<file path="config.mk">
export PLATFORM = sky130hd
export DESIGN_NAME = satadj_gain
export DESIGN_NICKNAME = d
export VERILOG_FILES = /design/src/sv/satadj_pkg.sv /design/src/sv/satadj_gain.sv
export SDC_FILE = /design/constraint.sdc
export NUM_CORES = 1
export LEC_CHECK = 0
export ABC_AREA = 1
export BUFFER_PORTS_ARGS = -buffer_cell sky130_fd_sc_hd__buf_2
export CORE_MARGIN = 5
export CORE_UTILIZATION = 51
export DETAILED_ROUTE_END_ITERATION = 8
export PLACE_DENSITY_LB_ADDON = 0.25
export SLEW_MARGIN = 25
export SYNTH_ARGS = -nofsm -noshare
export SYNTH_HDL_FRONTEND = slang
export SYNTH_SLANG_ARGS = --single-unit
</file>
<file path="constraint.sdc">
create_clock -name clk -period 23.1 [get_ports clk]
set_input_delay 2.31 -clock clk [delete_from_list [all_inputs] [get_ports clk]]
set_output_delay 2.31 -clock clk [all_outputs]
set_load 0.01 [all_outputs]
</file>
<file path="src/sv/satadj_pkg.sv">
// Shared types, constants and tables for the saturation adjust block.
package satadj_pkg;

  localparam int FRAC_BITS_DEF = 12;
  localparam int NUM_STAGES    = 10;
  localparam int DIV_STAGES    = 4;
  localparam int DIV_BITS      = 4;

  localparam logic [16:0] UNITY_Q16 = 17'd65536;
  localparam logic [15:0] KNEE_Q16  = 16'd39322;
  localparam logic [16:0] FLOOR_Q16 = 17'd13107;

  typedef struct packed {
    logic [15:0] red_in;
    logic [15:0] green_in;
    logic [15:0] blue_in;
  } in_pix_t;

  typedef struct packed {
    logic [15:0] red_out;
    logic [15:0] green_out;
    logic [15:0] blue_out;
  } out_pix_t;

  // Settings derived from the amount register
  typedef struct packed {
    logic        zero;
    logic        pos;
    logic [17:0] factor;
    logic [16:0] delta;
  } cfg_t;

  // Per-pixel sideband that rides along the pipe
  typedef struct packed {
    logic [15:0] r;
    logic [15:0] g;
    logic [15:0] b;
    logic [15:0] y;
    logic        skin;
    logic        yok;
    logic        big;
  } side_t;

  // Protection curve samples, Q16, 1/32 apart above the knee
  function automatic logic [16:0] prot_tab(input logic [3:0] i);
    logic [16:0] v;
    case (i)
      4'd0:    v = 17'd65536;
      4'd1:    v = 17'd56875;
      4'd2:    v = 17'd49314;
      4'd3:    v = 17'd42604;
      4'd4:    v = 17'd36574;
      4'd5:    v = 17'd31097;
      4'd6:    v = 17'd26081;
      4'd7:    v = 17'd21455;
      4'd8:    v = 17'd17161;
      4'd9:    v = 17'd13156;
      4'd10:   v = 17'd9403;
      default: v = 17'd9403;
    endcase
    return v;
  endfunction

endpackage

</file>
<file path="src/sv/satadj_gain.sv">
// Protection curve lookup and final gain factor, two stages.
module satadj_gain import satadj_pkg::*; (
  input  logic        clk,
  input  logic        en1,
  input  logic        en2,
  input  cfg_t        cfg_i,
  input  side_t       side_i,
  input  logic [15:0] q_i,
  output side_t       side_o,
  output logic [17:0] factor_o
);

  logic [15:0] t;
  logic [3:0]  idx;
  logic [16:0] ta, tb, p;
  logic [24:0] slope;
  logic [16:0] delta_s;
  side_t       side1_r, side2_r;
  logic [16:0] p_r, delta_r;
  logic        prot_r;
  logic [33:0] dp;
  logic [16:0] delta2;
  logic [17:0] factor_r;

  always_comb begin
    t     = q_i - KNEE_Q16;
    idx   = t[14:11];
    ta    = prot_tab(idx);
    tb    = prot_tab(4'(idx + 4'd1));
    slope = 25'(14'(ta - tb) * t[10:0]);
    if (side_i.big || idx >= 4'd10) p = FLOOR_Q16;
    else                            p = ta - 17'(slope[24:11]);
    if (p < FLOOR_Q16) p = FLOOR_Q16;
    delta_s = side_i.skin ? 17'((18'(cfg_i.delta) + 18'd1) >> 1) : cfg_i.delta;
  end

  always_ff @(posedge clk) begin
    if (en1) begin
      side1_r <= side_i;
      p_r     <= p;
      delta_r <= delta_s;
      prot_r  <= side_i.yok && (side_i.big || q_i > KNEE_Q16);
    end
  end

  always_comb begin
    dp     = 34'(delta_r * p_r) + 34'd32768;
    delta2 = prot_r ? dp[32:16] : delta_r;
  end

  always_ff @(posedge clk) begin
    if (en2) begin
      side2_r  <= side1_r;
      factor_r <= cfg_i.pos ? 18'(UNITY_Q16) + 18'(delta2) : cfg_i.factor;
    end
  end

  assign side_o   = side2_r;
  assign factor_o = factor_r;

endmodule

</file>
==> run metrics <==
status finished clean; number of global-route vias before repair between 15000 and 20000; DP Wirelength ~46000 um; final setup fails 0; Placer Congestion 0.916; Max Cap Viol 0; largest net degree at the start of global routing 70; Slew Limit Fails 0; RSZ-0062 raised after global routing no; Die Ht roughly 230 um; crit path time final approximately 14 ns; Total Routing Usage GR 0.231; antenna violations before repair 7; Worst path most repeated cell nand2_1; Nets 3527; #FFs+latches synth ~190; top post-synthesis cells by area fa_1 (28%), edfxtp_1 (24%), ha_1 (11%), nand2_1 (9.7%), inv_1 (9.6%); WL final 57500 um; crit end category flip-flop; relative slew slack 0.340; most frequent cell after synthesis nand2_1; largest area contributor in the netlist fa_1; # rows between 70 and 80; Hold Vio Cnt, Final 0; Hold Path Class reg2reg; final setup skew 0.0152 ns; synth cell count leaders nand2_1 (608), inv_1 (605), fa_1 (331); Req. time, crit path 23.29 ns; top_reg_cell synth edfxtp_1; Area growth syn-to-layout 9.07%; I/O pin total roughly 210; crit path launch type input port; fin crit share 0.605; Post-Synthesis Cells roughly 2700; Inserted Clock Buffers 17; core area around 46000 um^2; full die area 50700 um^2; setup_tns 0 ns; Ys Warns 0; chip width ~230 um; layout cells sized above 1 0.121; maximum root-to-sink buffer count 2; Yosys cell types 54; CP max stage cell fa_1; number of hold buffers added after CTS 0; register area share after synthesis 0.238; CTS tree built; initial core utilization 0.518; CTS clk-pin slew, worst paths about 0.080 ns; Final ANT Viol Nets 0; FFs w/ async S/R, synth 0; H-tree Lvls 4; # DRC 0; worst-path fanout max 12; first-pass GRT wire length approximately 95000 um; DRT iter0 DRCs 1381; Post-synth EDFFs between 150 and 200; area share of the largest cell type after synthesis 0.280; Mapped Nets around 3400; # port buffers 206; CTS Root Cell clkbuf_16; GR Overflow Total 0; Mapped Area about 24000 um^2; clk_lat worst skew approximately 0.45 ns; Vias 18300; worst slew pin tran 0.982 ns; crit path DAT between 10 and 15 ns; Max Freq about 70 MHz; mean post-synth cell area between 8 and 9 um^2; drt wl/cell 16.5 um; postcts setup bufs 0; CTS resizes 0; vias per cell around 5.3; iteration count of the initial detailed-routing pass 5; clock sinks roughly 190; CP Class in2reg; Crit path largest cell delay approximately 0.52 ns
worst paths after layout:
kind | to | startpoint | cells after the start | slack [ns]
min reg2reg | side_o[20]$_DFFE_PP_ | side1_r[20]$_DFFE_PP_ | 0 | 0.42
min | side_o[20]$_DFFE_PP_ | side1_r[20]$_DFFE_PP_ | 0 | 0.42
max reg2reg | factor_o[12]$_DFFE_PP_ | delta_r[8]$_DFFE_PP_ | 24 | 16.47
max | p_r[0]$_SDFFCE_PN1P_ | q_i[1] | 55 | 9.13
worst max-delay path, delay by kind of cell:
kind | cells | cell delay (ns)
adder cells (fa/ha/maj) | 12 | 4.77
AND/OR/NAND/NOR | 24 | 3.55
AO/OA/AOI/OAI | 7 | 1.87
buffers and inverters | 10 | 1.15
XOR/XNOR | 2 | 0.48
logic make-up after synthesis:
group                      synth area share
and+or+nand+nor                       0.176
DFF                                   0.238
adders and majority gates             0.393
AOI/OAI and AO/OA                    0.0554
xor gates and xnor gates             0.0223
buffers and inverters                 0.116
layout make-up:
cell class / instances / area [um^2]
Antenna cell: 3 / 7.51
Inverter: 627 / 2360
Timing Repair Buffer: 218 / 1130
Clock inverter: 15 / 205
Fill cell: 4052 / 19800
Sequential cell: 187 / 5620
Clock buffer: 17 / 425
Tap cell: 600 / 751
Multi-Input combinational cell: 1810 / 15300
layer usage:
| metal | vias to the layer above | wire (um) | global-route usage |
|---|---|---|---|
| met4 | 6 | 1120 | 0.0570 |
| li1 | 8576 | - | - |
| met3 | 101 | 5040 | 0.0569 |
| met2 | 641 | 26600 | 0.373 |
| met1 | 8938 | 24700 | 0.319 |
| met5 | - | 34 | 0 |
flip-flops by register name, indices dropped and copies added, names as in the netlist:
| name | count |
|---|---|
| delta_r | 17 |
| factor_o | 18 |
| p_r | 17 |
| prot_r | 1 |
| side1_r | 67 |
| side_o | 67 |
cells in the final DEF (no fill, tap or decap), drive strengths merged, types with 17 or more instances in the layout:
cell,instances
nand2,636
xnor2,18
edfxtp,187
ha,212
nor2,215
nor3,20
a21oi,95
xor2,40
buf,218
o21ai,75
fa,331
inv,631
nand3,72
clkbuf,17
through the flow:
stage | util | hold WS [ns] | cell area (um^2) | cells | setup slack, ns
after floorplan | - | 0.400 | 23600 | 2717 | 10.80
after detailed placement | 0.551 | 0.405 | 25100 | 3441 | 8.78
after global placement | 0.551 | 0.400 | 25100 | 3441 | 8.99
after CTS | 0.565 | 0.413 | 25700 | 3473 | 9.22
final | 0.565 | 0.417 | 25800 | 3477 | 9.13
after global routing | 0.565 | 0.424 | 25800 | 3476 | 8.36
Power is left out: the tool's default activity adds up to more than one toggle a clock period on the data nets, which glitch-free logic cannot reach.
