--- src/sv/satadj_pkg.sv ---
// Shared types, constants and tables for the saturation adjust block.
package satadj_pkg;

  localparam int FRAC_BITS_DEF = 12;
  localparam int NUM_STAGES    = 10;
  localparam int DIV_STAGES    = 4;
  localparam int DIV_BITS      = 4;

  localparam logic [16:0] UNITY_Q16 = 17'd65536;
  localparam logic [15:0] KNEE_Q16  = 16'd39322;
  localparam logic [16:0] FLOOR_Q16 = 17'd13107;

  typedef struct packed {
    logic [15:0] red_in;
    logic [15:0] green_in;
    logic [15:0] blue_in;
  } in_pix_t;

  typedef struct packed {
    logic [15:0] red_out;
    logic [15:0] green_out;
    logic [15:0] blue_out;
  } out_pix_t;

  // Settings derived from the amount register
  typedef struct packed {
    logic        zero;
    logic        pos;
    logic [17:0] factor;
    logic [16:0] delta;
  } cfg_t;

  // Per-pixel sideband that rides along the pipe
  typedef struct packed {
    logic [15:0] r;
    logic [15:0] g;
    logic [15:0] b;
    logic [15:0] y;
    logic        skin;
    logic        yok;
    logic        big;
  } side_t;

  // Protection curve samples, Q16, 1/32 apart above the knee
  function automatic logic [16:0] prot_tab(input logic [3:0] i);
    logic [16:0] v;
    case (i)
      4'd0:    v = 17'd65536;
      4'd1:    v = 17'd56875;
      4'd2:    v = 17'd49314;
      4'd3:    v = 17'd42604;
      4'd4:    v = 17'd36574;
      4'd5:    v = 17'd31097;
      4'd6:    v = 17'd26081;
      4'd7:    v = 17'd21455;
      4'd8:    v = 17'd17161;
      4'd9:    v = 17'd13156;
      4'd10:   v = 17'd9403;
      default: v = 17'd9403;
    endcase
    return v;
  endfunction

endpackage

--- src/sv/satadj_cfg.sv ---
// Amount register and the gain settings derived from it.
module satadj_cfg import satadj_pkg::*; (
  input  logic       clk,
  input  logic       rst_n,
  input  logic       wr_en,
  input  logic [7:0] wr_data,
  output cfg_t       cfg_o
);

  logic signed [7:0] amount_r;
  logic signed [7:0] s_c;
  logic [7:0]        u;
  logic [12:0]       rv;
  logic [25:0]       rq;
  logic [17:0]       factor;
  cfg_t              cfg_r, cfg_nxt;

  always_ff @(posedge clk) begin
    if (!rst_n) amount_r <= '0;
    else if (wr_en) amount_r <= wr_data;
  end

  always_comb begin
    if (amount_r < -8'sd100)      s_c = -8'sd100;
    else if (amount_r > 8'sd100)  s_c = 8'sd100;
    else                          s_c = amount_r;
    u      = 8'(s_c + 8'sd100);
    // (65536u + 50) / 100 = 655u + (36u + 50) / 100, small divide by reciprocal
    rv     = 13'(13'd36 * u + 13'd50);
    rq     = 26'(rv * 26'd5243);
    factor = 18'(18'd655 * u) + 18'(rq[25:19]);
    cfg_nxt.zero   = (s_c == 8'sd0);
    cfg_nxt.pos    = (s_c > 8'sd0);
    cfg_nxt.factor = factor;
    cfg_nxt.delta  = 17'(factor - 18'(UNITY_Q16));
  end

  always_ff @(posedge clk) begin
    if (!rst_n) begin
      cfg_r.zero   <= 1'b1;
      cfg_r.pos    <= 1'b0;
      cfg_r.factor <= 18'(UNITY_Q16);
      cfg_r.delta  <= '0;
    end else begin
      cfg_r <= cfg_nxt;
    end
  end

  assign cfg_o = cfg_r;

endmodule

--- config.mk ---
export PLATFORM = sky130hd
export DESIGN_NAME = satadj_cfg
export DESIGN_NICKNAME = d
export VERILOG_FILES = /design/src/sv/satadj_pkg.sv /design/src/sv/satadj_cfg.sv
export SDC_FILE = /design/constraint.sdc
export NUM_CORES = 1
export LEC_CHECK = 0
export BUFFER_PORTS_ARGS = -buffer_cell sky130_fd_sc_hd__buf_2
export CAP_MARGIN = 40
export CORE_UTILIZATION = 53
export CTS_CLUSTER_DIAMETER = 150
export DETAILED_ROUTE_END_ITERATION = 8
export GPL_TIMING_DRIVEN = 0
export MAX_ROUTING_LAYER = met4
export PLACE_DENSITY_LB_ADDON = 0.05
export SLEW_MARGIN = 5
export SYNTH_ARGS = -nofsm -noshare
export SYNTH_HDL_FRONTEND = slang
export SYNTH_SLANG_ARGS = --single-unit
--- constraint.sdc ---
create_clock -name clk -period 28 [get_ports clk]
set_input_delay 1.4 -clock clk [delete_from_list [all_inputs] [get_ports clk]]
set_output_delay 1.4 -clock clk [all_outputs]
set_load 0.01 [all_outputs]
==> flow_summary.toml <==
[cts]
clk_latency_ps = 280
root_buffer = "clkbuf_16"
cts_setup_buffers = 0
clkTransAtPathRegs_ps = 50
clock_path_buffers = 2
cts_hold_buf = 0
cts_tree = "done"
cts_resized = 0
htree_levels = 2
cts_buffers = 5
clock-sinks = 29

[floorplan]
die_h_um = 110
core_um2 = 11400
num_rows = 39
start_util_pct = 54.3
fp.dieArea_um2 = 12100
pin_count = 48
dieWidth_um = 110

[worst_setup_path]
slowest_delay_ps = 770
end_kind = "register"
reg2reg_depth = 44
critPathRequiredTime_ps = 28170
cp.arrival_ps = 13410
startpoint_type = "register"
cp_slowest_cell = "a221oi_4"
worst-setup-path-type = "reg2reg"
worstPathMaxFanout = 13

[sta]
relSlewSlack_pct = 38.9
finalSetupViolations = 0
rsz0062_at_grt = "false"
finalCritPeriodShare_pct = 47.3
clock_skew_ps = 3.53
tns_ps = 0
tightest_slew_ps = 917
final_hold_viol_count = 0
layout_setup_ws_ps = 14760
fmax_mhz = 75.5
fin_crit_ps = 13240
drv_slew = 0

[worst_hold_path]
hold_path_depth = 2
hold_class = "reg2reg"

[synthesis]
syn_inst = 665
synth_top_area_cell = "ha_1"
yosys.area.top_type_share_pct = 30.0
postSynthAreaPerCell_um2 = 9.28
synth-edff-count = 0
yosysMostFrequentCell = "ha_1"
ys_ff_latch = 29
ys_async_sr_fraction_pct = 0
synth.top_cells.by_count = "ha_1 (148), inv_1 (145), fa_1 (68)"
synth_area_um2 = 6170
yosysUniqueCellTypes = 62
yosysWarnings = 0
syn_nets = 892
synthFlopType = "dfxtp_1"
synthTopCellsByArea = "ha_1 (30%), fa_1 (22%), dfxtp_1 (9.4%)"
synth_seq_area_share_pct = 9.41

[cells_and_area]
drive_above_1_share_pct = 12.5
fillers = 1055
multi_input_area_um2 = 4880
fin_nets = 946
stdcell_area_um2 = 6760
ff_latch_area_um2 = 581
num_antenna_cells = 0
area_delta_synth_final_pct = 9.57

[run]
drv_cap = 0

[global_route]
grt-ovfl-total = 0
grt_pass1_wl_um = 20300
grtUsageTotal_pct = 22.4
antenna_found_initial = 0
grt_pass1_vias = 4373
grt_max_degree = 14

[routing]
wl_um = 12200
post_drt_via_cell_ratio = 5.22
dr.pass1.iters = 4
wl_per_cell_um = 14.1
ant_nets = 0
vias = 4501
remaining_drc_errors = 0
dr.first_iter.drc_count = 162

[run_status]
status = "completed"

[placement]
globalplace.congestion = 0.883
place_area_um2 = 6590
port_buffers = 46
dpl.hpwl_um = 10700
dp_slack_ps = 14650
through the flow:
stage | utilization (%) | instances | hold WS, ps
4_1_cts | 59.5 | 863 | 545
2_1_floorplan | - | 665 | 469
3_5_place_dp | 57.9 | 855 | 519
5_1_grt | 59.5 | 863 | 562
3_3_place_gp | 57.9 | 854 | 515
6_report | 59.5 | 863 | 531
logic make-up (layout without fill, tap and decap cells):
logic type	after synthesis	count (layout)	share of synthesized area, %
adders and majority gates	216	216	52.1
buffers and inverters	170	225	11.5
and+or+nand+nor	103	103	8.43
AOI/OAI and AO/OA	101	101	11.6
xor gates and xnor gates	36	36	5.35
DFF	29	29	9.41
muxes	10	10	1.64
area by class of cell:
| class | instances | share of cell area (%) |
|---|---|---|
| Clock inverter | 2 | 0.555 |
| Sequential cell | 29 | 8.59 |
| Clock buffer | 6 | 2.05 |
| Multi-Input combinational cell | 466 | 72.2 |
| Timing Repair Buffer | 47 | 3.48 |
| Inverter | 146 | 8.11 |
| Buffer | 24 | 2.35 |
| Tap cell | 143 | 2.65 |
cell usage in the layout, fill, tap and decap left out, types with 8 or more instances in the layout:
| master | synthesis | final |
|---|---|---|
| inv_1 | 145 | 145 |
| a21o_1 | 11 | 11 |
| xor2_1 | 14 | 14 |
| buf_2 | 1 | 48 |
| ha_1 | 148 | 148 |
| xnor2_1 | 20 | 20 |
| nand3_1 | 9 | 9 |
| and2_1 | 8 | 8 |
| nand2_1 | 17 | 17 |
| o21ai_0 | 20 | 20 |
| nor2_1 | 36 | 36 |
| mux2i_1 | 9 | 9 |
| a21oi_1 | 25 | 25 |
| fa_1 | 68 | 68 |
| dfxtp_1 | 29 | 29 |
| buf_4 | 16 | 16 |
registers in the layout, indices dropped and copies added, names as in the netlist:
signal    count
amount_r      8
cfg_o        21
layer usage:
layer	GRT usage [%]	vias up	wire length, um
met5	-	-	0
met4	3.24	0	51
met3	2.61	6	343
met2	36.8	46	5880
met1	30.2	2168	5920
li1	-	2281	-
final timing paths:
check / startpoint / to / slack (ps)
setup / recovery: amount_r[4]$_SDFFE_PN0P_ / cfg_o[34]$_SDFF_PN0_ / 14760
setup reg to reg: amount_r[4]$_SDFFE_PN0P_ / cfg_o[34]$_SDFF_PN0_ / 14760
hold / removal: amount_r[0]$_SDFFE_PN0P_ / amount_r[0]$_SDFFE_PN0P_ / 530
hold reg to reg: amount_r[0]$_SDFFE_PN0P_ / amount_r[0]$_SDFFE_PN0P_ / 530
worst max-delay path, delay by kind of cell (launching register included):
kind                     cells  cell delay (ps)
flip-flops                   1              290
adder cells (fa/ha/maj)     15             5840
multiplexers                 1              350
buffers and inverters        9             1060
AO/OA/AOI/OAI               11             3530
XOR/XNOR                     3             1180
AND/OR/NAND/NOR              5              860
Power is not shown: default switching activity piles up to over one toggle a cycle in this logic, so the estimate is an artifact.
