[src/sv/satadj_pkg.sv]
// Shared types, constants and tables for the saturation adjust block.
package satadj_pkg;

  localparam int FRAC_BITS_DEF = 12;
  localparam int NUM_STAGES    = 10;
  localparam int DIV_STAGES    = 4;
  localparam int DIV_BITS      = 4;

  localparam logic [16:0] UNITY_Q16 = 17'd65536;
  localparam logic [15:0] KNEE_Q16  = 16'd39322;
  localparam logic [16:0] FLOOR_Q16 = 17'd13107;

  typedef struct packed {
    logic [15:0] red_in;
    logic [15:0] green_in;
    logic [15:0] blue_in;
  } in_pix_t;

  typedef struct packed {
    logic [15:0] red_out;
    logic [15:0] green_out;
    logic [15:0] blue_out;
  } out_pix_t;

  // Settings derived from the amount register
  typedef struct packed {
    logic        zero;
    logic        pos;
    logic [17:0] factor;
    logic [16:0] delta;
  } cfg_t;

  // Per-pixel sideband that rides along the pipe
  typedef struct packed {
    logic [15:0] r;
    logic [15:0] g;
    logic [15:0] b;
    logic [15:0] y;
    logic        skin;
    logic        yok;
    logic        big;
  } side_t;

  // Protection curve samples, Q16, 1/32 apart above the knee
  function automatic logic [16:0] prot_tab(input logic [3:0] i);
    logic [16:0] v;
    case (i)
      4'd0:    v = 17'd65536;
      4'd1:    v = 17'd56875;
      4'd2:    v = 17'd49314;
      4'd3:    v = 17'd42604;
      4'd4:    v = 17'd36574;
      4'd5:    v = 17'd31097;
      4'd6:    v = 17'd26081;
      4'd7:    v = 17'd21455;
      4'd8:    v = 17'd17161;
      4'd9:    v = 17'd13156;
      4'd10:   v = 17'd9403;
      default: v = 17'd9403;
    endcase
    return v;
  endfunction

endpackage

[src/sv/satadj_front.sv]
// Luma, chroma span and skin-tone test, two stages.
module satadj_front import satadj_pkg::*; #(
  parameter int FRAC_BITS = FRAC_BITS_DEF
) (
  input  logic        clk,
  input  logic        en1,
  input  logic        en2,
  input  in_pix_t     pix_i,
  output side_t       side_o,
  output logic [15:0] chroma_o,
  output logic [16:0] d_o
);

  localparam int          ONE_Q   = 1 << FRAC_BITS;
  localparam int          EPS_RAW = (ONE_Q + 500) / 1000;
  localparam logic [16:0] EPS_Q   = 17'((EPS_RAW != 0) ? EPS_RAW : 1);
  localparam logic [15:0] SKIN_LO = 16'((2 * ONE_Q + 5) / 10);
  localparam logic [15:0] SKIN_HI = 16'((8 * ONE_Q + 5) / 10);

  logic [15:0] r1_r, g1_r, b1_r, chroma1_r;
  logic [29:0] pr_r;
  logic [31:0] pg_r;
  logic [28:0] pb_r;
  logic        sk1_r;
  logic [15:0] mx, mn;
  logic [20:0] ge, be;
  logic        sk1;
  logic [32:0] ysum;
  logic [15:0] y;
  logic [16:0] d;
  side_t       side_r;
  logic [15:0] chroma_r;
  logic [16:0] d_r;

  always_comb begin
    mx = pix_i.red_in;
    mn = pix_i.red_in;
    if (pix_i.green_in > mx) mx = pix_i.green_in;
    if (pix_i.blue_in  > mx) mx = pix_i.blue_in;
    if (pix_i.green_in < mn) mn = pix_i.green_in;
    if (pix_i.blue_in  < mn) mn = pix_i.blue_in;
    ge  = 21'(pix_i.green_in) + 21'(EPS_Q);
    be  = 21'(pix_i.blue_in)  + 21'(EPS_Q);
    sk1 = (pix_i.red_in >= pix_i.green_in) && (pix_i.green_in >= pix_i.blue_in) &&
          (25'd10 * 25'(pix_i.red_in)   > 25'd11 * 25'(ge)) &&
          (25'd5  * 25'(pix_i.red_in)   < 25'd8  * 25'(ge)) &&
          (25'd10 * 25'(pix_i.green_in) > 25'd11 * 25'(be)) &&
          (25'd2  * 25'(pix_i.green_in) < 25'd3  * 25'(be));
  end

  always_ff @(posedge clk) begin
    if (en1) begin
      r1_r      <= pix_i.red_in;
      g1_r      <= pix_i.green_in;
      b1_r      <= pix_i.blue_in;
      pr_r      <= 30'(30'd13933 * 30'(pix_i.red_in));
      pg_r      <= 32'(32'd46871 * 32'(pix_i.green_in));
      pb_r      <= 29'(29'd4732  * 29'(pix_i.blue_in));
      chroma1_r <= 16'(mx - mn);
      sk1_r     <= sk1;
    end
  end

  always_comb begin
    ysum = 33'(pr_r) + 33'(pg_r) + 33'(pb_r) + 33'd32768;
    y    = ysum[31:16];
    d    = 17'(y) + EPS_Q;
  end

  always_ff @(posedge clk) begin
    if (en2) begin
      side_r.r    <= r1_r;
      side_r.g    <= g1_r;
      side_r.b    <= b1_r;
      side_r.y    <= y;
      side_r.skin <= sk1_r && (y >= SKIN_LO) && (y <= SKIN_HI);
      side_r.yok  <= (17'(y) >= EPS_Q);
      side_r.big  <= (17'(chroma1_r) >= d);
      chroma_r    <= chroma1_r;
      d_r         <= d;
    end
  end

  assign side_o   = side_r;
  assign chroma_o = chroma_r;
  assign d_o      = d_r;

endmodule

[config.mk]
export PLATFORM = sky130hd
export DESIGN_NAME = satadj_front
export DESIGN_NICKNAME = d
export VERILOG_FILES = /design/src/sv/satadj_pkg.sv /design/src/sv/satadj_front.sv
export SDC_FILE = /design/constraint.sdc
export NUM_CORES = 2
export LEC_CHECK = 0
export BUFFER_PORTS_ARGS = -buffer_cell sky130_fd_sc_hd__buf_4
export CORE_AREA = 2 2 291 236
export DETAILED_ROUTE_END_ITERATION = 12
export DIE_AREA = 0 0 293 238
export MAX_ROUTING_LAYER = met4
export PLACE_DENSITY = 0.67
export SLEW_MARGIN = 20
export SYNTH_ARGS = -nofsm -noshare
export SYNTH_HDL_FRONTEND = slang
export SYNTH_SLANG_ARGS = --single-unit
[constraint.sdc]
create_clock -name clk -period 10.6 [get_ports clk]
set_clock_uncertainty 0.15 [all_clocks]
set_input_delay 2.12 -clock clk [delete_from_list [all_inputs] [get_ports clk]]
set_output_delay 2.12 -clock clk [all_outputs]
set_load 0.005 [all_outputs]
==> metrics.txt <==
status=finished clean; WL final=91900 um; Synth Net Count=around 4300; Netlist Area Pre-Place=33100 um^2; Period Utilization, post-route=81.4%; min-delay src=b1_r[12]$_DFFE_PP_; Post-synth top flop=edfxtp_1; Global Route Usage Sum=27.3%; Worst Setup End Kind=register; reg-to-reg endpoint=side_o[0]$_DFFE_PP_; largest net degree at the start of global routing=83; die area=69700 um^2; post-CTS setup buffers=0; Startpoint Class=primary input; Yosys reg bits=roughly 250; slowest CP cell=a31o_2; register area share after synthesis=22.5%; most frequent CP cell=a21oi_1; Ys Warns=0; Via Count=between 20000 and 25000; Max-Slew Margin vs Limit=36.0%; Gate Count Post-Synth=3296; First DRT Iteration DRCs=approximately 1800; RSZ-0062 raised after global routing=no; hold depth=0; num rows=85; antenna violations before repair=5; GRT overflow=0; Fill cells=about 6000; Setup TNS=0 ns; WHS=0.266 ns; Setup CP Type=in -> reg; Via density=roughly 5.5; TritonCTS clock tree=built; DRC viols=0; fin crit period=8.63 ns; DR pass1 iterations=6; worst r2r src=b1_r[0]$_DFFE_PP_; hpwl dp=76100 um; Routed Antenna Nets=0; CTS max path bufs=3; GPL Wtd Cong=roughly 1; Root Driver=clkbuf_16; Crit Path Max Fanout=33; vias in the first global route=between 20000 and 25000; CP max stage delay=0.57 ns; Worst-path clk slew=0.06 ns; async set or reset register ratio after synthesis=0%; Port-buffer cells=150; Nets=4492; Hold-fix buffers, CTS=0; WL/cell=21.1 um; EDFF count, synth=248; Clock Latency Late Sink=0.61 ns; Die Y=roughly 240 um; post-layout util=a little over half; fin. max-slew vios=0; Critical Path AT=8.83 ns; Setup-failing EPs final=0; Yosys cell types=84; Worst Tran Pin Value=approximately 0.96 ns; core area=between 60000 and 70000 um^2; WP data required=10.80 ns; Worst Hold End=side_o[31]$_DFFE_PP_; Post-DP Area=35300 um^2; max cap viols=0; first-pass GRT wire length=139000 um; fmax=116 MHz; layout cells sized above 1=7.04%; depth of the worst register-to-register path=27; post-synthesis area per instance=10.0 um^2; num ports=151; cell area after layout=36200 um^2; die width=293 um; CTS Sinks=248; H-tree depth=1; CTS buffer count=29; post-synthesis to final-layout area growth=9.30%; Fin. Hold Viols=0; min-delay worst type=reg -> reg; Initial Utilization=49.7%; R2R Setup Slk=3.92 ns; CTS resizes=0
## area by class of cell
type	count	area (um^2)	area share [%]
diodes	3	7.51	0.0207
clock buffers	31	733	2.03
clock inverters	21	184	0.508
inverters	656	2470	6.82
multi-input cells	2367	23100	63.8
flip-flops and latches	248	7450	20.6
well taps	870	1090	3.01
repair buffers	157	1180	3.27
## through the flow
step	cells	setup WS, ns
floorplan	3296	1.73
global placement	4298	1.23
detailed placement	4298	1.14
CTS	4350	1.79
global route	4353	1.27
finish	4353	1.97
## synthesized netlist by cell type (10+ instances only)
cell,instances,area (um^2)
a211oi_1,20,150
nand3_1,53,265
xor2_1,58,508
ha_1,685,8570
fa_1,297,5950
nor4_1,12,75.1
nor3_1,50,250
o21a_1,23,173
xnor2_1,159,1390
nand2b_1,32,200
and3_1,14,87.6
nor2_1,177,664
o21ai_0,112,561
o211ai_1,10,75.1
nor2b_1,33,206
mux2i_1,15,150
or2_2,10,62.6
or3_1,14,87.6
clkbuf_1,15,56.3
edfxtp_1,248,7450
nand4_1,34,213
nand2_1,126,473
inv_1,655,2460
o41ai_1,10,87.6
a21oi_1,180,901
o21bai_1,18,135
and2_1,10,62.6
a21o_1,74,556
a31oi_1,11,68.8
## layout by cell type (no fill, tap or decap), types with 14 or more instances in the layout
master,n
clkbuf_16,29
nand2_1,126
ha_1,685
mux2i_1,15
nand4_1,34
a21oi_1,180
buf_4,156
inv_1,655
fa_1,297
xnor2_1,159
nor2_1,177
nor3_1,50
or3_1,14
o21ai_0,112
o21a_1,23
o21bai_1,18
edfxtp_1,248
nand2b_1,32
a211oi_1,20
nand3_1,53
xor2_1,58
a21o_1,74
nor2b_1,33
## how the worst max path moves through the flow
stage               from                      end  slack (ns)  depth (start not counted)
2_1_floorplan  pix_i[22]  chroma1_r[14]$_DFFE_PP_        1.73                         34
3_3_place_gp   pix_i[23]  chroma1_r[14]$_DFFE_PP_        1.23                         31
3_5_place_dp   pix_i[23]  chroma1_r[14]$_DFFE_PP_        1.14                         31
4_1_cts        pix_i[23]  chroma1_r[14]$_DFFE_PP_        1.79                         31
5_1_grt        pix_i[23]  chroma1_r[14]$_DFFE_PP_        1.27                         32
6_report       pix_i[23]  chroma1_r[14]$_DFFE_PP_        1.97                         32
## flip-flops by register name, summed over array words and instances, names as in the netlist
register	count
sk1_r	1
pg_r	31
d_o	15
chroma1_r	16
chroma_o	16
g1_r	16
pb_r	26
side_o	67
r1_r	16
b1_r	16
pr_r	28
## per-layer routing
layer / up-vias / part of all wire [%] / GRT usage, %
li1: 11600 / - / -
met1: 11500 / 48 / 39.5
met2: 770 / 41 / 38.6
met3: 103 / 8.8 / 6.56
met4: 0 / 2.4 / 6.20
met5: - / 0 / -
## critical path: cells and delay by family
family                   cells  cell delay, ns
AO/OA/AOI/OAI               21            4.18
adder cells (fa/ha/maj)      4            1.21
AND/OR/NAND/NOR              3            0.71
buffers and inverters        3            0.48
XOR/XNOR                     1            0.08
## cell families (layout without fill, tap and decap cells)
logic type / count (synthesis) / after routing / share of synthesized area, %
other: 0 / 3 / 0
XOR/XNOR: 217 / 217 / 5.74
adder cells (fa/ha/maj): 985 / 985 / 43.9
flip-flops: 248 / 248 / 22.5
AND/OR/NAND/NOR: 598 / 598 / 8.88
AO/OA/AOI/OAI: 552 / 552 / 10.7
multiplexers: 15 / 15 / 0.453
buffers and inverters: 681 / 865 / 7.83
Power is left out: the tool's default activity adds up to more than one toggle a clock period on the data nets, which glitch-free logic cannot reach.
