--- config.mk ---
export PLATFORM = sky130hd
export DESIGN_NAME = satadj_mix
export DESIGN_NICKNAME = d
export VERILOG_FILES = /design/src/sv/satadj_pkg.sv /design/src/sv/satadj_mix.sv
export SDC_FILE = /design/constraint.sdc
export NUM_CORES = 2
export LEC_CHECK = 0
export ABC_AREA = 0
export BUFFER_PORTS_ARGS = -buffer_cell sky130_fd_sc_hd__buf_2
export CORE_ASPECT_RATIO = 1.2
export CORE_MARGIN = 8
export CORE_UTILIZATION = 40
export DETAILED_ROUTE_END_ITERATION = 7
export PLACE_DENSITY_LB_ADDON = 0.25
export SKIP_CTS_REPAIR_TIMING = 1
export SYNTH_ARGS = -nofsm -noshare
export SYNTH_HDL_FRONTEND = slang
export SYNTH_SLANG_ARGS = --single-unit
--- constraint.sdc ---
create_clock -name clk -period 8 [get_ports clk]
set_input_delay 0.8 -clock clk [delete_from_list [all_inputs] [get_ports clk]]
set_output_delay 0.8 -clock clk [all_outputs]
set_load 0.02 [all_outputs]
--- src/sv/satadj_pkg.sv ---
// Shared types, constants and tables for the saturation adjust block.
package satadj_pkg;

  localparam int FRAC_BITS_DEF = 12;
  localparam int NUM_STAGES    = 10;
  localparam int DIV_STAGES    = 4;
  localparam int DIV_BITS      = 4;

  localparam logic [16:0] UNITY_Q16 = 17'd65536;
  localparam logic [15:0] KNEE_Q16  = 16'd39322;
  localparam logic [16:0] FLOOR_Q16 = 17'd13107;

  typedef struct packed {
    logic [15:0] red_in;
    logic [15:0] green_in;
    logic [15:0] blue_in;
  } in_pix_t;

  typedef struct packed {
    logic [15:0] red_out;
    logic [15:0] green_out;
    logic [15:0] blue_out;
  } out_pix_t;

  // Settings derived from the amount register
  typedef struct packed {
    logic        zero;
    logic        pos;
    logic [17:0] factor;
    logic [16:0] delta;
  } cfg_t;

  // Per-pixel sideband that rides along the pipe
  typedef struct packed {
    logic [15:0] r;
    logic [15:0] g;
    logic [15:0] b;
    logic [15:0] y;
    logic        skin;
    logic        yok;
    logic        big;
  } side_t;

  // Protection curve samples, Q16, 1/32 apart above the knee
  function automatic logic [16:0] prot_tab(input logic [3:0] i);
    logic [16:0] v;
    case (i)
      4'd0:    v = 17'd65536;
      4'd1:    v = 17'd56875;
      4'd2:    v = 17'd49314;
      4'd3:    v = 17'd42604;
      4'd4:    v = 17'd36574;
      4'd5:    v = 17'd31097;
      4'd6:    v = 17'd26081;
      4'd7:    v = 17'd21455;
      4'd8:    v = 17'd17161;
      4'd9:    v = 17'd13156;
      4'd10:   v = 17'd9403;
      default: v = 17'd9403;
    endcase
    return v;
  endfunction

endpackage

--- src/sv/satadj_mix.sv ---
// Channel blend toward luma with floor and top saturation, two stages.
module satadj_mix import satadj_pkg::*; (
  input  logic        clk,
  input  logic        en1,
  input  logic        en2,
  input  cfg_t        cfg_i,
  input  side_t       side_i,
  input  logic [17:0] factor_i,
  output out_pix_t    pix_o
);

  logic signed [35:0] pr_r, pg_r, pb_r;
  logic [15:0]        y_r;
  side_t              side_r;
  out_pix_t           pix_r;

  function automatic logic signed [35:0] blend_mul(input logic [15:0] c,
                                                    input logic [15:0] y,
                                                    input logic [17:0] f);
    logic signed [16:0] diff;
    logic signed [18:0] fs;
    diff = $signed({1'b0, c}) - $signed({1'b0, y});
    fs   = $signed({1'b0, f});
    return 36'(diff * fs);
  endfunction

  function automatic logic [15:0] finish(input logic signed [35:0] prod,
                                         input logic [15:0] y);
    logic signed [37:0] w;
    w = $signed({6'd0, y, 16'd0}) + 38'(prod) + 38'sd32768;
    if (w < 0)                 return 16'd0;
    else if (w[37:32] != 6'd0) return 16'hFFFF;
    else                       return w[31:16];
  endfunction

  always_ff @(posedge clk) begin
    if (en1) begin
      pr_r   <= blend_mul(side_i.r, side_i.y, factor_i);
      pg_r   <= blend_mul(side_i.g, side_i.y, factor_i);
      pb_r   <= blend_mul(side_i.b, side_i.y, factor_i);
      y_r    <= side_i.y;
      side_r <= side_i;
    end
  end

  always_ff @(posedge clk) begin
    if (en2) begin
      if (cfg_i.zero) begin
        pix_r.red_out   <= side_r.r;
        pix_r.green_out <= side_r.g;
        pix_r.blue_out  <= side_r.b;
      end else begin
        pix_r.red_out   <= finish(pr_r, y_r);
        pix_r.green_out <= finish(pg_r, y_r);
        pix_r.blue_out  <= finish(pb_r, y_r);
      end
    end
  end

  assign pix_o = pix_r;

endmodule

==> impl_metrics.env <==
export IMPL_vias=30800
export IMPL_core_um2=101000
export IMPL_io_pins=173
export IMPL_syn_inst=4345
export IMPL_postRouteAntennaNets=0
export IMPL_skew_ns=0.0247
export IMPL_gp_congestion=0.906
export IMPL_setup_viol=26
export IMPL_mappedNetlistNets=5667
export IMPL_synth_top_area_frac=0.355
export IMPL_maxSlewViolCount=0
export IMPL_start_util=0.401
export IMPL_netlist_area_um2=40600
export IMPL_slew_headroom=0.264
export IMPL_clkTransAtPathRegs_ns=0.06
export IMPL_first_pass_iters=5
export IMPL_holdPathStages=1
export IMPL_cp_slowest_cell="fa_1"
export IMPL_antenna_found_initial=7
export IMPL_grt_usage=0.206
export IMPL_synth_compound_area_share=0.0716
export IMPL_drive_above_1_share=0.194
export IMPL_cts_sinks=175
export IMPL_violations="negative setup slack"
export IMPL_synth_cell_type_count=84
export IMPL_critPathMaxStageDelay_ns=0.54
export IMPL_nets=6152
export IMPL_cts_tree="built"
export IMPL_grt_max_degree=69
export IMPL_timing_worst_slew_pin_value_ns=1.10
export IMPL_synthAdderAreaFrac=0.502
export IMPL_grt_pass1_wl_um=181000
export IMPL_die_y_um=365
export IMPL_syn_avg_cell_area_um2=9.34
export IMPL_period_needed_ns=8.26
export IMPL_r2r_cells=13
export IMPL_reg2reg_from="y_r[0]$_DFFE_PP_"
export IMPL_crit_path_start="side_i[3]"
export IMPL_synthXorXnorAreaFrac=0.0254
export IMPL_syn2layout_area_growth_pct=19.7
export IMPL_die_area_um2=112000
export IMPL_path_max_fanout=7
export IMPL_rsz0062_at_grt="true"
export IMPL_hold_path_startpoint="side_i[11]"
export IMPL_root_buffer="clkbuf_16"
export IMPL_finalHoldViolations=0
export IMPL_worstPathRequired_ns=8.23
export IMPL_status="finished with violations"
export IMPL_h_tree_depth=4
export IMPL_via_per_inst=4.96
export IMPL_ys_flop_type="edfxtp_1"
export IMPL_crit_type="input port to register"
export IMPL_hp_class="input port to register"
export IMPL_r2r_end="pix_o[16]$_DFFE_PP_"
export IMPL_arrival_ns=8.49
export IMPL_hold_ws_ns=0.514
export IMPL_grt_pass1_vias=32500
export IMPL_ys_top_cells_by_area="fa_1 36%, ha_1 15%, edfxtp_1 13%"
export IMPL_final_fill_count=9513
export IMPL_avgRoutedWirePerCell_um=18.7
export IMPL_clk_path_buf_depth=3
export IMPL_synth_largest_area_cell="fa_1"
export IMPL_muxShareOfSynthArea=0.0102
export IMPL_cp_num_buf_inv=12
export IMPL_drt_iter0_markers=1516
export IMPL_grt_overflow_total=0
export IMPL_clk_latency_ns=0.50
export IMPL_ys_warnings_count=0
export IMPL_port_buffers=133
export IMPL_cp_top_family="adder cells"
export IMPL_dieWidth_um=307
export IMPL_hold_end="y_r[8]$_DFFE_PP_"
export IMPL_max_freq_ghz=0.121
export IMPL_drc=0
export IMPL_routed_wl_um=116000
export IMPL_synth_edf_count=175
export IMPL_fin_crit_sh=1.03
export IMPL_yosys_area_share_simple=0.154
export IMPL_dp_cells=6115
export IMPL_cts_made_buffers=25
export IMPL_fin_ws_ns=-0.262
export IMPL_layout_cells_non_filler=6204
export IMPL_ys_async_sr_fraction=0
export IMPL_ys_ff_latch=175
export IMPL_reg2reg_setup_slack_ns=3.21
export IMPL_synth_top_family_by_area="adder cells"
export IMPL_maxCapViolCount=0
export IMPL_hpwl_um=97500
export IMPL_ys_seq_area_frac=0.130
export IMPL_rows=128
export IMPL_endpoint_kind="register"
export IMPL_start_kind="input port"
## sequential cells by signal, summed over array words and instances, names as in the netlist
signal / count
pg_r: 21
side_r: 48
pb_r: 21
pix_o: 48
y_r: 16
pr_r: 21
## metrics by stage
| step | cell area, um2 | TNS (ns) | setup WS, ns | util |
|---|---|---|---|---|
| after floorplan | 41000 | -1.25 | -0.288 | - |
| after global placement | 46300 | -33.44 | -0.905 | 0.458 |
| after detailed placement | 46300 | -38.20 | -0.968 | 0.458 |
| after CTS | 47100 | -12.28 | -0.499 | 0.466 |
| after global routing | 48500 | -13.24 | -0.545 | 0.480 |
| final | 48600 | -3.63 | -0.262 | 0.480 |
## worst max-delay path by stage
| stage | endpoint | slack (ns) | cells past startpoint |
|---|---|---|---|
| after floorplan | pr_r[33]$_DFFE_PP_ | -0.29 | 35 |
| after global placement | pg_r[31]$_DFFE_PP_ | -0.91 | 35 |
| after detailed placement | pg_r[35]$_DFFE_PP_ | -0.97 | 34 |
| after CTS | pg_r[35]$_DFFE_PP_ | -0.50 | 34 |
| after global routing | pg_r[35]$_DFFE_PP_ | -0.55 | 35 |
| final | pr_r[29]$_DFFE_PP_ | -0.26 | 40 |
## cell families (layout without fill, tap and decap cells)
logic type               after synthesis  in the layout
other                                  0              3
adder cells (fa/ha/maj)             1197           1197
AO/OA/AOI/OAI                        388            388
AND/OR/NAND/NOR                     1293           1294
buffers and inverters               1138           1628
XOR/XNOR                             115            115
multiplexers                          39             39
flip-flops                           175            175
## routing by layer
metal / GRT usage / routed length [um]
met5: 0 / 27
met1: 0.265 / 49000
met4: 0.0764 / 4430
met3: 0.0164 / 5110
met2: 0.363 / 57700
## cell usage in the layout, fill, tap and decap left out, types with 10 or more instances in the layout
cell type,Yosys,final
inv_1,951,924
fa_1,720,701
nand2_1,586,575
buf_4,2,458
ha_1,477,448
and2_1,236,230
edfxtp_1,175,175
nor2_1,145,132
buf_2,10,127
nor2b_1,118,113
xnor2_1,79,71
nand2b_1,64,63
a21oi_1,76,62
a21o_1,42,42
a221o_1,34,34
nor3_1,40,32
xor2_1,33,31
buf_6,4,29
ha_4,0,28
o21a_1,27,27
buf_12,0,27
o21ai_0,38,26
clkbuf_16,0,25
inv_2,0,21
mux2i_1,20,19
fa_2,0,19
mux2_2,19,18
a211oi_1,20,17
nand3_1,18,16
o21ai_2,6,15
a21oi_2,5,14
o21ai_1,17,14
a21boi_2,0,13
or3_1,19,13
o311ai_0,13,13
a211o_1,12,12
nand4_1,11,11
and3b_1,11,11
xnor2_2,3,10
## area by class of cell
| cell class | instances | area, um2 | share of cell area |
|---|---|---|---|
| diodes | 3 | 7.51 | 0.000155 |
| multi-input cells | 3033 | 32200 | 0.664 |
| flip-flops and latches | 175 | 5260 | 0.108 |
| clock inverters | 7 | 131 | 0.00271 |
| inverters | 951 | 3610 | 0.0743 |
| repair buffers | 644 | 4980 | 0.103 |
| clock buffers | 26 | 629 | 0.0130 |
| well taps | 1365 | 1710 | 0.0352 |
## cells in the mapped netlist (all sizes together) (4+ instances only)
master	number
inv	951
fa	720
nand2	586
ha	477
and2	236
edfxtp	175
clkbuf	169
nor2	145
nor2b	118
xnor2	82
a21oi	81
nand2b	64
o21ai	61
a21o	42
nor3	41
a221o	34
xor2	33
o21a	27
a21boi	23
a211oi	21
mux2i	20
mux2	19
or3	19
buf	18
nand3	18
o311ai	17
a211o	12
and3b	11
nand4	11
or2	10
and3	9
o21bai	9
a31oi	8
nand3b	8
o211ai	8
o31ai	7
o41ai	6
a2111oi	5
nor4	4
Power is left out: the tool's default activity adds up to more than one toggle a clock period on the data nets, which glitch-free logic cannot reach.
