--- config.mk ---
export PLATFORM = sky130hd
export DESIGN_NAME = satadj_div
export DESIGN_NICKNAME = d
export VERILOG_FILES = /design/src/sv/satadj_pkg.sv /design/src/sv/satadj_div.sv
export SDC_FILE = /design/constraint.sdc
export NUM_CORES = 1
export LEC_CHECK = 0
export BUFFER_PORTS_ARGS = -buffer_cell sky130_fd_sc_hd__buf_2
export CAP_MARGIN = 20
export CORE_MARGIN = 2
export CORE_UTILIZATION = 60
export CTS_BUF_LIST = sky130_fd_sc_hd__clkbuf_4
export CTS_CLUSTER_DIAMETER = 200
export DETAILED_ROUTE_END_ITERATION = 8
export PLACE_DENSITY = 0.76
export RECOVER_POWER = 50
export SYNTH_ARGS = -nofsm -noshare
export SYNTH_HDL_FRONTEND = slang
export SYNTH_SLANG_ARGS = --single-unit
--- constraint.sdc ---
create_clock -name clk -period 16.05 [get_ports clk]
set_input_delay 1.605 -clock clk [delete_from_list [all_inputs] [get_ports clk]]
set_output_delay 1.605 -clock clk [all_outputs]
set_load 0.02 [all_outputs]
--- src/sv/satadj_pkg.sv ---
// Shared types, constants and tables for the saturation adjust block.
package satadj_pkg;

  localparam int FRAC_BITS_DEF = 12;
  localparam int NUM_STAGES    = 10;
  localparam int DIV_STAGES    = 4;
  localparam int DIV_BITS      = 4;

  localparam logic [16:0] UNITY_Q16 = 17'd65536;
  localparam logic [15:0] KNEE_Q16  = 16'd39322;
  localparam logic [16:0] FLOOR_Q16 = 17'd13107;

  typedef struct packed {
    logic [15:0] red_in;
    logic [15:0] green_in;
    logic [15:0] blue_in;
  } in_pix_t;

  typedef struct packed {
    logic [15:0] red_out;
    logic [15:0] green_out;
    logic [15:0] blue_out;
  } out_pix_t;

  // Settings derived from the amount register
  typedef struct packed {
    logic        zero;
    logic        pos;
    logic [17:0] factor;
    logic [16:0] delta;
  } cfg_t;

  // Per-pixel sideband that rides along the pipe
  typedef struct packed {
    logic [15:0] r;
    logic [15:0] g;
    logic [15:0] b;
    logic [15:0] y;
    logic        skin;
    logic        yok;
    logic        big;
  } side_t;

  // Protection curve samples, Q16, 1/32 apart above the knee
  function automatic logic [16:0] prot_tab(input logic [3:0] i);
    logic [16:0] v;
    case (i)
      4'd0:    v = 17'd65536;
      4'd1:    v = 17'd56875;
      4'd2:    v = 17'd49314;
      4'd3:    v = 17'd42604;
      4'd4:    v = 17'd36574;
      4'd5:    v = 17'd31097;
      4'd6:    v = 17'd26081;
      4'd7:    v = 17'd21455;
      4'd8:    v = 17'd17161;
      4'd9:    v = 17'd13156;
      4'd10:   v = 17'd9403;
      default: v = 17'd9403;
    endcase
    return v;
  endfunction

endpackage

--- src/sv/satadj_div.sv ---
// Pipelined restoring divider for the chroma-to-luma ratio, four quotient bits a stage.
module satadj_div import satadj_pkg::*; (
  input  logic                  clk,
  input  logic [DIV_STAGES-1:0] en,
  input  side_t                 side_i,
  input  logic [15:0]           chroma_i,
  input  logic [16:0]           d_i,
  output side_t                 side_o,
  output logic [15:0]           q_o
);

  side_t       side_r [DIV_STAGES];
  logic [16:0] rem_r  [DIV_STAGES];
  logic [16:0] d_r    [DIV_STAGES];
  logic [15:0] q_r    [DIV_STAGES];

  logic [16:0] rem_in [DIV_STAGES];
  logic [15:0] q_in   [DIV_STAGES];
  logic [16:0] rem_nx [DIV_STAGES];
  logic [15:0] q_nx   [DIV_STAGES];
  logic [16:0] d_in   [DIV_STAGES];
  side_t       side_in[DIV_STAGES];

  always_comb begin
    logic [17:0] t;
    for (int k = 0; k < DIV_STAGES; k++) begin
      if (k == 0) begin
        // ratio at or above one is flagged separately; start from zero then
        rem_in[k]  = side_i.big ? 17'd0 : 17'(chroma_i);
        q_in[k]    = '0;
        d_in[k]    = d_i;
        side_in[k] = side_i;
      end else begin
        rem_in[k]  = rem_r[k-1];
        q_in[k]    = q_r[k-1];
        d_in[k]    = d_r[k-1];
        side_in[k] = side_r[k-1];
      end
      rem_nx[k] = rem_in[k];
      q_nx[k]   = q_in[k];
      for (int j = 0; j < DIV_BITS; j++) begin
        t = {rem_nx[k], 1'b0};
        if (t >= 18'(d_in[k])) begin
          rem_nx[k] = 17'(t - 18'(d_in[k]));
          q_nx[k]   = {q_nx[k][14:0], 1'b1};
        end else begin
          rem_nx[k] = t[16:0];
          q_nx[k]   = {q_nx[k][14:0], 1'b0};
        end
      end
    end
  end

  always_ff @(posedge clk) begin
    for (int k = 0; k < DIV_STAGES; k++) begin
      if (en[k]) begin
        rem_r[k]  <= rem_nx[k];
        q_r[k]    <= q_nx[k];
        d_r[k]    <= d_in[k];
        side_r[k] <= side_in[k];
      end
    end
  end

  assign side_o = side_r[DIV_STAGES-1];
  assign q_o    = q_r[DIV_STAGES-1];

endmodule

==> results.txt <==
The biggest cell delay along the critical path is 0.82 ns, and the worst endpoint required time is 16.62 ns. For this run, the leading register cell type out of synthesis is sky130_fd_sc_hd__edfxtp_1. The flop and latch count out of synthesis is 410. Clock-pin slew was measured on the worst setup and hold paths at 0.07 ns. After floorplanning, the core was sized to cover 45200 um2. The run finished, with violations left. The first-pass iteration count of the detailed router was 6. The placed cell count was 3302. Setup total negative slack on the finished layout was measured at 0 ns. Final clock skew: 0.0856 ns. The initialized floorplan defines 78 standard-cell rows. Counting along the longest clock path gives a buffer depth of 3. By instance count, the cell type seen most on the critical path is sky130_fd_sc_hd__mux2_2. The run gives 4 as the number of max-capacitance violations reported. The post-synthesis net count is 2917. The floorplan step set the die width to 218 um.

For this run, global-route usage on met1 was measured as 38.5%. The count of flip-flops with a built-in enable after synthesis works out to 410. The count of nets left with antenna violations once routing finished came out at 0. The fraction of the cycle the final worst path needs was 87.3%; the number of endpoints failing setup at the final stage was 0.

For this run, the number of Yosys warnings is 0. The average wire per cell in the routed design was 20.5 um; the clock latency of the later-clocked register in the worst-skew pair was 0.83 ns. The slowest stage of the critical path belongs to the cell sky130_fd_sc_hd__a2111oi_4. Setup repair after global routing left no endpoint under its margin. For the initial antenna violation count, the log shows 7.

For the arrival time of data at the critical path endpoint, the log shows 14.58 ns. The worst setup path is launched from a flop. The tools report the sum of routed wire length over all layers as 71.3 mm. The final period demand of the worst path came out at 14.01 ns. Worst setup path category: reg2reg.

The tools report the top-level I/O count as 188. The maximum number of pins on one net before global-route repair is 58. The synthesized instance count was 2551. For the first-pass GRT wire length, the log shows 110 mm.

The final layout net count came out at 3169. Clock tree synthesis selected as its root buffer the cell sky130_fd_sc_hd__clkbuf_4. Synthesis instantiated 85 different standard cells from the library. The slew at the pin closest to its max-slew limit was 3.31 ns; the post-detailed-route DRC marker count was 0. Of all nets on the critical path, the largest fanout is 30. Dividing the detail-routed via count by the number of cells gives 6.17. The final HPWL from detailed placement was 54.7 mm; the worst slew margin relative to its limit was -121%. The cell area that synthesis handed to floorplanning was 27400 um2.

In this run the tool buffered the top-level ports with 187 buffer cells. The layout overhead on the synthesized area was 10.3%. STA classifies the critical path endpoint as a flop. The number of H-tree branching levels was 3; the number of non-filler instances in the completed layout was 3485. Global routing used 29.7% of the available tracks. The number of gates resized after CTS was 0. The fraction of synthesis flops using an asynchronous set or reset pin works out to 0%. At the end of routability-driven placement, the weighted congestion stood at 0.984. The final reports fail on capacitance limit, slew limit. The sequential cell area fraction in the yosys report was 44.9%; the clock net sink count was 410. The overall via count from detail_route came out at 21500.

TritonCTS built the clock tree. The final count of pins violating max slew came out at 210. The classification of the worst-slack hold path is reg2reg. For this run the aggregate overflow at the end of global routing stands at 0. For met2 alone, demand over resource in global routing was 49.6%. TritonCTS created 98 clock buffers. The die area came out at 47400 um2. Timing would allow up to 0.0714 GHz. In the final layout, the share of cells above drive strength 1 is 16.5%.

The die span in y is 218 um. The busiest layer in global routing was met2. For this configuration, the core starts out at a cell density of 60.6%. The average footprint of a synthesized cell works out to 10.7 um2.

The count of final hold-check violations was 0. In this run the post-CTS setup repair buffer count came out at 0. The tools report the post-cts hold buffer count as 0. The routing usage on met3 came out at 4.78%. For this block, the initial DRC count from the detailed router was 1888. Number of global-route vias before repair: 20900.
logic make-up after synthesis:
logic type	share of synthesized area, %
compound gates	16.8
buf+inv	2.92
mux	5.49
simple gates	12.0
xor+xnor	5.82
flops	44.9
fa+ha+maj	12.0
cell type report:
type                    instances  area (um2)
multi-input cells            1937       14300
diodes                          6        15.0
fillers                      3471       15000
clock buffers                 139        1040
clock inverters                37         218
flip-flops and latches        410       12300
inverters                     158         593
well taps                     600         751
repair buffers                198         987
final timing paths:
path	slack, ns	endpoint	from	depth (start not counted)
max	2.04	rem_r[1][2]$_DFFE_PP_	d_r[0][0]$_DFFE_PP_	38
max reg2reg	2.04	rem_r[1][2]$_DFFE_PP_	d_r[0][0]$_DFFE_PP_	38
min reg2reg	0.36	side_r[1][46]$_DFFE_PP_	side_r[0][46]$_DFFE_PP_	0
min	0.36	side_r[1][46]$_DFFE_PP_	side_r[0][46]$_DFFE_PP_	0
routing by layer:
layer | wire, um | vias up
li1 | - | 10300
met1 | 30100 | 10200
met2 | 34100 | 847
met3 | 4870 | 167
met4 | 2320 | 2
met5 | 13 | -
state kept, by name (all words and copies together), names as in the netlist:
register  cells
d_r          51
q_r          40
rem_r        51
side_r      268
worst max-delay path: cells and delay by family, from the launching register on:
| family | cells | cell delay (ns) |
|---|---|---|
| flops | 1 | 0.54 |
| simple gates | 4 | 1.54 |
| mux | 5 | 1.96 |
| compound gates | 19 | 6.42 |
| fa+ha+maj | 4 | 1.50 |
| buf+inv | 6 | 1.76 |
cells in the mapped netlist, drive strengths merged, types with 33 or more instances:
cell type | number | area share, %
edfxtp | 410 | 45
ha | 257 | 12
nor2 | 182 | 2.5
a21oi | 181 | 3.3
inv | 156 | 2.1
nand2 | 149 | 2.0
o21ai | 137 | 2.5
xnor2 | 119 | 3.8
mux2 | 116 | 4.8
nand3 | 63 | 1.2
xor2 | 63 | 2.0
a21o | 60 | 1.6
nor3 | 54 | 0.99
nor2b | 51 | 1.2
o21a | 51 | 1.4
nand2b | 33 | 0.75
layout by cell type, fill, tap and decap left out, types with 26 or more instances in the layout:
cell type and count:
sky130_fd_sc_hd__edfxtp_1 410, sky130_fd_sc_hd__ha_1 257, sky130_fd_sc_hd__nor2_1 182, sky130_fd_sc_hd__a21oi_1 181, sky130_fd_sc_hd__buf_2 158, sky130_fd_sc_hd__nand2_1 149
sky130_fd_sc_hd__inv_1 148, sky130_fd_sc_hd__clkbuf_4 139, sky130_fd_sc_hd__o21ai_0 134, sky130_fd_sc_hd__xnor2_1 119, sky130_fd_sc_hd__mux2_2 103, sky130_fd_sc_hd__nand3_1 63
sky130_fd_sc_hd__xor2_1 63, sky130_fd_sc_hd__a21o_1 60, sky130_fd_sc_hd__nor3_1 54, sky130_fd_sc_hd__o21a_1 51, sky130_fd_sc_hd__nor2b_1 51, sky130_fd_sc_hd__nand2b_1 33
sky130_fd_sc_hd__o31ai_1 29, sky130_fd_sc_hd__clkbuf_1 29, sky130_fd_sc_hd__and3_1 27, sky130_fd_sc_hd__nand4_1 26, sky130_fd_sc_hd__a211oi_1 26, sky130_fd_sc_hd__clkinv_1 26
metrics by stage:
stage          setup slack [ns]  utilization [%]  hold slack [ns]  cell area (um2)
2_1_floorplan              3.72                -            0.400            27400
3_3_place_gp               2.88             64.1            0.400            29000
3_5_place_dp               2.36             64.1            0.405            29000
4_1_cts                    2.27             66.9            0.358            30200
5_1_grt                    1.18             66.9            0.361            30200
6_report                   2.04             66.9            0.364            30200
Power is not shown: default switching activity piles up to over one toggle a cycle in this logic, so the estimate is an artifact.
